--- src/rtl/ico_palette_pixel_decoder_assert.svh ---
// ----------------------------------------------------------------------------
// ico_palette_pixel_decoder_assert
// Assertion macros of the icon palette pixel decoder.
// ----------------------------------------------------------------------------
`ifndef ICO_PALETTE_PIXEL_DECODER_ASSERT_SVH
`define ICO_PALETTE_PIXEL_DECODER_ASSERT_SVH

`ifndef SYNTHESIS

// same-cycle implication, sampled on clk, off during reset
`define ICOPD_ASSERT_IMP(name, ante, cons, msg) \
	name: assert property (@(posedge clk) disable iff (!arst_n) (ante) |-> (cons)) \
		else $error(msg);

// next-cycle implication, sampled on clk, off during reset
`define ICOPD_ASSERT_NEXT(name, ante, cons, msg) \
	name: assert property (@(posedge clk) disable iff (!arst_n) (ante) |=> (cons)) \
		else $error(msg);

`else

`define ICOPD_ASSERT_IMP(name, ante, cons, msg)
`define ICOPD_ASSERT_NEXT(name, ante, cons, msg)

`endif

`endif

--- src/rtl/icopd_pkg.sv ---
// ----------------------------------------------------------------------------
// icopd_pkg
// Shared types and constants of the icon palette pixel decoder.
// ----------------------------------------------------------------------------
`default_nettype none

package icopd_pkg;

	localparam int MAX_DIMENSION = 256;
	localparam int PALETTE_DEPTH = 256;

	localparam int BYTE_W = 8;
	localparam int RGB_W  = 24;
	localparam int DIM_W  = 9;
	localparam int BPP_W  = 2;
	localparam int APB_AW = 4;
	localparam int APB_DW = 32;

	// palette address width and entry counter width (counter reaches 256)
	localparam int PAL_AW = (PALETTE_DEPTH > 1) ? $clog2(PALETTE_DEPTH) : 1;
	localparam int ENT_W  = 9;
	// column and row counters, with headroom for the 32-pixel round-up
	localparam int CNT_W  = $clog2(MAX_DIMENSION + 32) + 1;

	localparam logic [RGB_W-1:0] RGB_WHITE = 24'hFFFFFF;
	localparam logic [RGB_W-1:0] RGB_BLACK = 24'h000000;

	localparam logic [BPP_W-1:0] BPP_RESET    = 2'd2;
	localparam logic [DIM_W-1:0] WIDTH_RESET  = 9'd32;
	localparam logic [DIM_W-1:0] HEIGHT_RESET = 9'd32;

	typedef enum logic [1:0] {
		PH_PALETTE,
		PH_BITMAP,
		PH_MASK
	} phase_t;

	typedef enum logic [1:0] {
		DEPTH_1 = 2'd0,
		DEPTH_4 = 2'd1,
		DEPTH_8 = 2'd2
	} depth_t;

	typedef enum logic [1:0] {
		REG_BPP,
		REG_WIDTH,
		REG_HEIGHT,
		REG_MASK_EN
	} reg_idx_t;

	typedef enum logic [1:0] {
		JOB_1BPP,
		JOB_4BPP,
		JOB_8BPP,
		JOB_MASK
	} job_kind_t;

	typedef struct packed {
		logic [BPP_W-1:0] bpp_code;
		logic [DIM_W-1:0] width;
		logic [DIM_W-1:0] height;
		logic             mask_en;
	} cfg_t;

	// zero reads as one, anything above the limit saturates
	function automatic logic [CNT_W-1:0] clamp_dim(input logic [DIM_W-1:0] v);
		logic [CNT_W-1:0] ext;
		ext = CNT_W'(v);
		if (ext == '0) begin
			return CNT_W'(1);
		end else if (ext > CNT_W'(MAX_DIMENSION)) begin
			return CNT_W'(MAX_DIMENSION);
		end
		return ext;
	endfunction

endpackage

`default_nettype wire

--- src/rtl/icopd_cfg.sv ---
// ----------------------------------------------------------------------------
// icopd_cfg
// APB register file: pixel depth, width, height and mask enable.
// ----------------------------------------------------------------------------
`default_nettype none

module icopd_cfg import icopd_pkg::*; (
	input  wire logic              clk,
	input  wire logic              arst_n,
	input  wire logic              psel,
	input  wire logic              penable,
	input  wire logic              pwrite,
	input  wire logic [APB_AW-1:0] paddr,
	input  wire logic [APB_DW-1:0] pwdata,
	output logic      [APB_DW-1:0] prdata,
	output logic                   pready,
	output cfg_t                   cfg
);

	cfg_t     cfg_q;
	reg_idx_t reg_sel;
	logic     wr_en;

	assign pready  = 1'b1;
	assign reg_sel = reg_idx_t'(paddr[3:2]);
	assign wr_en   = psel && penable && pwrite && pready;
	assign cfg     = cfg_q;

	always_ff @(posedge clk or negedge arst_n) begin
		if (!arst_n) begin
			cfg_q.bpp_code <= BPP_RESET;
			cfg_q.width    <= WIDTH_RESET;
			cfg_q.height   <= HEIGHT_RESET;
			cfg_q.mask_en  <= 1'b1;
		end else if (wr_en) begin
			case (reg_sel)
				REG_BPP:     cfg_q.bpp_code <= pwdata[BPP_W-1:0];
				REG_WIDTH:   cfg_q.width    <= pwdata[DIM_W-1:0];
				REG_HEIGHT:  cfg_q.height   <= pwdata[DIM_W-1:0];
				REG_MASK_EN: cfg_q.mask_en  <= pwdata[0];
				default: ;
			endcase
		end
	end

	always_comb begin
		case (reg_sel)
			REG_BPP:     prdata = APB_DW'(cfg_q.bpp_code);
			REG_WIDTH:   prdata = APB_DW'(cfg_q.width);
			REG_HEIGHT:  prdata = APB_DW'(cfg_q.height);
			REG_MASK_EN: prdata = APB_DW'(cfg_q.mask_en);
			default:     prdata = '0;
		endcase
	end

endmodule

`default_nettype wire

--- config.mk ---
export PLATFORM = sky130hd
export DESIGN_NAME = icopd_cfg
export DESIGN_NICKNAME = d
export VERILOG_FILES = /design/src/rtl/ico_palette_pixel_decoder_assert.svh /design/src/rtl/icopd_pkg.sv /design/src/rtl/icopd_cfg.sv
export SDC_FILE = /design/constraint.sdc
export NUM_CORES = 1
export LEC_CHECK = 0
export ABC_CLOCK_PERIOD_IN_PS = 1400
export BUFFER_PORTS_ARGS = -buffer_cell sky130_fd_sc_hd__buf_2
export CAP_MARGIN = 25
export CORE_ASPECT_RATIO = 0.5
export CORE_MARGIN = 2
export CORE_UTILIZATION = 40
export CTS_CLUSTER_SIZE = 16
export DETAILED_ROUTE_END_ITERATION = 8
export PLACE_DENSITY = 0.86
export SYNTH_ARGS = -nofsm -noshare
export SYNTH_HDL_FRONTEND = slang
export SYNTH_SLANG_ARGS = --single-unit
export TNS_END_PERCENT = 10
--- constraint.sdc ---
create_clock -name clk -period 1.4 [get_ports clk]
set_input_delay 0.21 -clock clk [delete_from_list [all_inputs] [get_ports clk]]
set_output_delay 0.21 -clock clk [all_outputs]
set_load 0.02 [all_outputs]
[Word-level counts from Yosys, hierarchy flattened]
Index checks and enable logic that the tools add are counted.
Word-level totals
  bits of input ports: 41
  bits in registers: 21
  output and inout port bits: 54
  word-level logic and storage cells: 15
Operators by class
  muxes and demuxes: 1
  reduce and logical (&&, ||, !) cells: 7
  equal/unequal tests: 3
Operators by type and width (count)
  $pmux W32 S4: 1
  $reduce_and A2 Y1: 4
  $eq A2 B2 Y1 const B: 2
  $eq A2 B1 Y1 const B: 1
  $logic_and A1 B1 Y1: 2
  $logic_not A2 Y1: 1

[Longest topological paths before layout]
Gate-level depths: netlist of run 1.
  depth in word-level cells: 3
  mapped depth: 5
  depth with buffers taken out: 3

[Worst setup path after synthesis of run 1]
No wires, ideal clock.
  path type: reg-to-output
  start point: register cfg_q (netlist bit cfg[20])
  end point: output port prdata[1]
  setup slack: 0.046 ns
  stages on the path, launching flop included: 3
  arrival: 1.144 ns
  data required time: 1.190 ns
  path through: dfstp_2 > mux2i_1 > o21ai_0
On the way
  longest elaborated chain between the ends: 1
Ends and longest elaborated chain
  start, declared: line icopd_cfg.sv:20  | cfg_t cfg_q;
  $pmux W32 S4: line icopd_cfg.sv:47  | case (reg_sel)
  end, declared: line icopd_cfg.sv:15  | output logic [APB_DW-1:0] prdata,
No other way between the ends. The select of a mux whose other input is x is not followed.

[Worst setup path in the final report of run 1]
  start point: register cfg_q (netlist bit cfg[19])
  end point: output port prdata[0]
The elaborated chain is that of the path after synthesis.

==> summary.txt, run 1 <==
Drt
  • DRC: 0
  • Vias/cell: about 4.5
  • Antenna viol nets, final: 0
  • First-pass DRT Iterations: 3
  • DR WL/cell: about 14 µm
  • First DRT Iteration DRCs: 23
  • Vias: a little over 800
  • Final wirelength: 2470 µm

Timing
  • Final Cycle Share: 1.06
  • Max-slew violations: 0
  • RSZ-0062 raised after global routing: true
  • Worst setup margin: -0.0862 ns
  • Minimum clock period: 1.49 ns
  • Hold slack: about 0.19 ns
  • Max Fclk: between 600 and 700 MHz
  • Final setup fails: 2
  • Hold Vio Cnt, Final: 0
  • Setup Skew: 0 ns

Pwr
  • Peak supply drop: about 0.0007 V
  • P_leak: between 0.7 and 0.8 nW
  • Pwr per Cell Area: 1470 mW/mm²

Synth
  • YS warnings: 0
  • Post-Synth Adder-Cell Area: 0
  • Synth Register Bits: 21
  • Post-synthesis mux area share: 0.261
  • Post-synthesis sequential area ratio: 0.452
  • Post-synthesis compound-gate area fraction: 0.0565
  • Post-synthesis cell area: 0.00117 mm²
  • Synth Area in Simple Gates: 0.0437
  • Xor-xnor portion of the synthesized cell area: 0
  • Syn Area/Cell: between 10 and 15 µm²
  • Mapped Cells: 92
  • Largest family of logic cells by synthesized area: multiplexers
  • Library cells used by synthesis: 21

Layout
  • Total Nets Final: 184
  • Max reg flops: 21
  • Final Cell Area: roughly 0.0014 mm²
  • Share of cells above drive strength 1: 0.577
  • Fin cells: roughly 180
  • Area delta synth->final: 22.1%
  • Number of antenna diodes: 0

Run status
  • Failing checks: setup timing
  • Status: finished, violations left

Floorplanning
  • Initial Util: 0.437
  • Die W: around 81 µm
  • Die H: ~42 µm
  • CORE AREA: approximately 0.0027 mm²
  • IO Pins: 95
  • Die area: about 0.0034 mm²
  • Std cell rows: 13

Clock network
  • Clock Path Buffers: 2
  • Clk sinks: 21
  • Clk slew on worst S/H paths: 0.08 ns
  • CTS root buf: clkbuf_8
  • Inserted Clock Buffers: 3
  • Clk_lat worst skew: 0.26 ns
  • H-tree depth: 1
  • CTS tree: done

Place
  • PortBufs: between 40 and 50
  • Area after DPL: between 0.001 and 0.0015 mm²
  • GP Congestion: around 0.78
  • DP HPWL: 1860 µm
  • Cells after DPL: approximately 170
  • Worst slack at placement: -0.00938 ns

Global route
  • Vias in the first global route: between 800 and 900
  • Global Route Usage Sum: 0.159
  • Antenna violations before repair: 0
  • First-pass GRT wire length: between 4000 and 5000 µm
  • Largest net degree at the start of global routing: 22
  • Grt total ovfl: 0

Setup path
  • Critical R2R Capture: cfg[1]$_DFFE_PN0P_
  • R2r startpoint: cfg[1]$_DFFE_PN0P_
  • Required time worst endpoint: roughly 1.2 ns
  • Setup CP Type: register to output pin
  • Setup crit end: prdata[0]
  • Crit. Startpoint: cfg[19]$_DFFE_PN0P_
  • Arr. time, crit path: 1.28 ns
  • Cells on worst reg2reg path: 2
  • Setup crit end kind: output pin
  • CP Launch Type: register
  • CP Max Fanout: 3
  • Worst R2R Setup Slack: 0.50 ns

Run
  • Maxcap violations: 0

Worst hold path
  • Class of the worst hold path: primary input to register
layout make-up:
| class | count | area, µm² |
|---|---|---|
| tap | 37 | 46.3 |
| sequential | 21 | 531 |
| timing repair buffer | 53 | 297 |
| multi-input combinational | 64 | 510 |
| clock buffer | 3 | 41.3 |
| fill | 221 | 1250 |
| clock inverter | 1 | 7.51 |
critical path, stage by stage, from the launching register on:
cell,delay [ns]
dfrtp_1,0.40
mux4_2,0.47
buf_6,0.15
placed cells by master, fill, tap and decap left out:
master / count
buf_2: 43
nor3_1: 1
nor3b_1: 1
dfrtp_1: 17
mux2i_1: 1
mux2_2: 12
clkbuf_8: 3
dlygate4sd3_1: 1
or3b_1: 1
mux4_2: 1
dfstp_2: 4
nand2_1: 2
conb_1: 24
nand3_1: 1
nor2b_1: 1
and2b_1: 1
o21ai_1: 1
mux2_4: 9
nor2_1: 1
a22o_1: 7
buf_4: 8
clkinvlp_4: 1
buf_6: 1
repair_timing:
item,CTS,global route
gates resized for setup,5,0
gates cloned,0,0
hold buffers,1,0
endpoints found under the hold margin,17,0
setup buffers,2,0
endpoints found under the setup margin,2,2
how the worst min path moves through the flow:
| stage | from | to | slack (ns) | cells after the start |
|---|---|---|---|---|
| after floorplan | arst_n | cfg[10]$_DFFE_PN0P_ | -0.09 | 0 |
| after global placement | arst_n | cfg[13]$_DFFE_PN0P_ | 0.17 | 1 |
| after detailed placement | arst_n | cfg[10]$_DFFE_PN0P_ | 0.18 | 1 |
| after CTS | pwdata[4] | cfg[14]$_DFFE_PN0P_ | 0.18 | 2 |
| after global routing | pwdata[4] | cfg[14]$_DFFE_PN0P_ | 0.18 | 2 |
| final | pwdata[4] | cfg[14]$_DFFE_PN0P_ | 0.19 | 2 |
per-stage QoR:
stage | TNS (ns) | power [mW] | utilization
2_1_floorplan | 0 | 1.44 | -
5_1_grt | -0.184 | 2.21 | 0.534
3_5_place_dp | -0.00939 | 1.67 | 0.504
3_3_place_gp | 0 | 1.64 | 0.504
6_report | -0.165 | 2.10 | 0.534
4_1_cts | -0.137 | 2.12 | 0.534
power by group:
group          switching, mW  internal (mW)
clock network          0.198          0.201
logic                  0.472          0.353
registers              0.108          0.769
total                  0.778           1.32
per-layer routing:
metal / part of all wire / wire length [µm] / global-route usage
met5: 0 / 0 / 0
met2: 0.53 / 1320 / 0.282
met4: 0.019 / 48 / 0.0847
met1: 0.40 / 976 / 0.182
met3: 0.051 / 127 / 0.0302
Yosys cell counts:
library cell / number / share of area
a22o_1: 7 / 0.052
and2b_1: 1 / 0.0064
buf_2: 1 / 0.0043
buf_4: 25 / 0.16
buf_6: 1 / 0.0096
clkbuf_1: 2 / 0.0064
conb_1: 2 / 0.0064
dfrtp_1: 17 / 0.36
dfstp_2: 4 / 0.090
mux2_2: 12 / 0.12
mux2_4: 9 / 0.12
mux2i_1: 1 / 0.0085
mux4_1: 1 / 0.022
nand2_1: 2 / 0.0064
nand3_1: 1 / 0.0043
nor2_1: 1 / 0.0032
nor2b_1: 1 / 0.0053
nor3_1: 1 / 0.0043
nor3b_1: 1 / 0.0064
o21ai_0: 1 / 0.0043
or3b_1: 1 / 0.0075
logic make-up after synthesis:
| family | after synthesis |
|---|---|
| AOI/OAI and AO/OA | 8 |
| buffers and inverters | 29 |
| DFF | 21 |
| muxes | 23 |
| other | 2 |
| and+or+nand+nor | 9 |
Power figures use the tool's default switching activity.
==> run 2: changes to the inputs <==
Settings changed: REMOVE_ABC_BUFFERS set to 1.
==> summary.txt, run 2 (synthesis gave the netlist of run 1 again) <==
Run status
  • Status: finished, violations left
  • Failing checks: setup timing

Timing
  • Final Cycle Share: 1.06 (about the same)
  • Hold Vio Cnt, Final: 0 (unchanged)
  • Final setup fails: 1 (-1)
  • Max Fclk: 673 MHz (about the same)
  • Setup TNS: -0.0854 ns (+0.0795 ns)
  • Minimum clock period: 1.49 ns (-0.000724 ns)
  • RSZ-0062 raised after global routing: true
  • Setup Skew: 0 ns (unchanged)
  • Max-slew violations: 0 (unchanged)
  • Worst setup margin: -0.0854 ns (+0.000724 ns)

Floorplanning
  • Initial Util: 0.437 (unchanged)
  • Die W: 80.6 µm (unchanged)
  • Die area: 0.00341 mm² (unchanged)
  • Std cell rows: 13 (unchanged)
  • CORE AREA: 0.00268 mm² (unchanged)
  • Die H: 42.3 µm (unchanged)
  • IO Pins: 95 (unchanged)

Setup path
  • Setup CP Type: register to output pin
  • Cells on worst reg2reg path: 2 (unchanged)
  • CP top delay family: multiplexers
  • Cell Chain, Critical Path: mux4_2, buf_6
  • Slowest stage delay, CP: 0.47 ns (about the same)
  • CP Launch Type: register
  • Setup crit end kind: output pin
  • Required time worst endpoint: 1.19 ns (about the same)
  • CP Max Fanout: 2 (-1)
  • Crit-path slowest cell: mux4_2
  • CP Depth: 2 (unchanged)
  • Arr. time, crit path: 1.28 ns (about the same)
  • Worst Path Buf+Inv: 1 (unchanged)

Clock network
  • Clk sinks: 21 (unchanged)
  • Inserted Clock Buffers: 3 (unchanged)
  • Clk slew on worst S/H paths: 0.07 ns (about the same)
  • CTS root buf: clkbuf_8
  • Clock Path Buffers: 2 (unchanged)
  • H-tree depth: 1 (unchanged)
  • CTS tree: done
  • Clk_lat worst skew: 0.26 ns (about the same)

Drt
  • Vias/cell: 4.50 (-0.80%)
  • First-pass DRT Iterations: 4 (+1)
  • DRC: 0 (unchanged)
  • Vias: 828 (+2.0%)
  • Final wirelength: 2530 µm (+2.5%)
  • Antenna viol nets, final: 0 (unchanged)
  • First DRT Iteration DRCs: 21 (-8.7%)
  • DR WL/cell: 13.7 µm (-0.31%)

Global route
  • Global Route Usage Sum: 0.161 (+0.00184)
  • First-pass GRT wire length: 4110 µm (+2.1%)
  • Grt total ovfl: 0 (unchanged)
  • Largest net degree at the start of global routing: 22 (unchanged)
  • Antenna violations before repair: 0 (unchanged)
  • Vias in the first global route: 845 (-2.1%)

Layout
  • Commonest non-fill, non-tap cell in the layout: buf_2
  • Share of cells above drive strength 1: 0.592 (+0.0144)
  • Commonest non-fill, non-tap cells in the layout: buf_2, conb_1, dfrtp_1
  • Max reg flops: 21 (unchanged)
  • Area delta synth->final: 25.1%
  • Total Nets Final: 189 (+2.7%)
  • Final Cell Area: 0.00147 mm² (+2.4%)
  • Number of antenna diodes: 0 (unchanged)

Place
  • GP Congestion: 0.760 (-2.6%)
  • PortBufs: 45 (unchanged)
  • Area after DPL: 0.00138 mm² (+2.2%)
  • DP HPWL: 1980 µm (+6.5%)

Pwr
  • Total power: 2.10 mW (+0.13%)
  • Logic pwr share: 0.397 (+0.004)
  • Peak supply drop: 0.000460 V (-36%)
  • Clk pwr share: 0.185 (-0.005)
  • Sw frac: 0.367 (-0.00332)
  • Part of the power in registers: 0.417 (about the same)
  • Pwr per Cell Area: 1430 mW/mm² (-2.3%)
  • Pint: 1.33 mW (+0.66%)
  • P_leak: 0.802 nW (+3.6%)
  • P_sw: 773 µW (-0.76%)

Worst hold path
  • Class of the worst hold path: primary input to register
  • Hold Path Depth: 2 (unchanged)

Run
  • Maxcap violations: 0 (unchanged)
## run 2: timing repair
item | in CTS | in global routing
setup buffers | 2 | 1
hold buffers | 1 | 0
setup endpoints to repair | 2 | 2
resized for setup | 4 | 1
endpoints found under the hold margin | 17 | 0
## run 2: per-layer routing
metal,vias up,routed length (µm),track usage
met1,409,986,0.177
met5,-,0,0
li1,381,-,-
met3,7,116,0.0345
met4,0,50,0.0610
met2,31,1380,0.303
## run 2: path summary, 6_finish.rpt
check	startpoint	end	slack (ns)
worst min register to register	cfg[4]$_DFFE_PN0P_	cfg[4]$_DFFE_PN0P_	0.54
worst min-delay path	pwdata[7]	cfg[17]$_DFFE_PN0P_	0.19
min in group asynchronous	arst_n	cfg[10]$_DFFE_PN0P_	0.43
max in group asynchronous	arst_n	cfg[20]$_DFFE_PN1P_	0.63
worst max register to register	cfg[1]$_DFFE_PN0P_	cfg[1]$_DFFE_PN0P_	0.50
worst max-delay path	cfg[1]$_DFFE_PN0P_	prdata[0]	-0.09
## run 2: power by group through the flow
stage          Clock [mW]  Sequential, mW  Combinational [mW]
6_report            0.390           0.878               0.836
5_1_grt             0.420           0.900               0.884
4_1_cts             0.400           0.877               0.829
3_5_place_dp            0           0.893               0.785
3_3_place_gp            0           0.879               0.763
2_1_floorplan           0            1.05               0.333
## run 2: through the flow
stage,cells,hold WS [ns],util,setup WS [ns]
6_report,184,0.192,0.547,-0.0854
3_5_place_dp,176,0.179,0.516,-0.0322
4_1_cts,183,0.188,0.543,-0.0851
5_1_grt,184,0.196,0.547,-0.0945
3_3_place_gp,176,0.182,0.516,-0.0172
2_1_floorplan,85,-0.0856,-,-0.225
## run 2: final cells by class
cell class                      instances  area (µm²)
Fill cell                             215        1220
Multi-Input combinational cell         64         510
Clock inverter                          1        5.00
Sequential cell                        21         531
Clock buffer                            3        41.3
Timing Repair Buffer                   58         334
Tap cell                               37        46.3
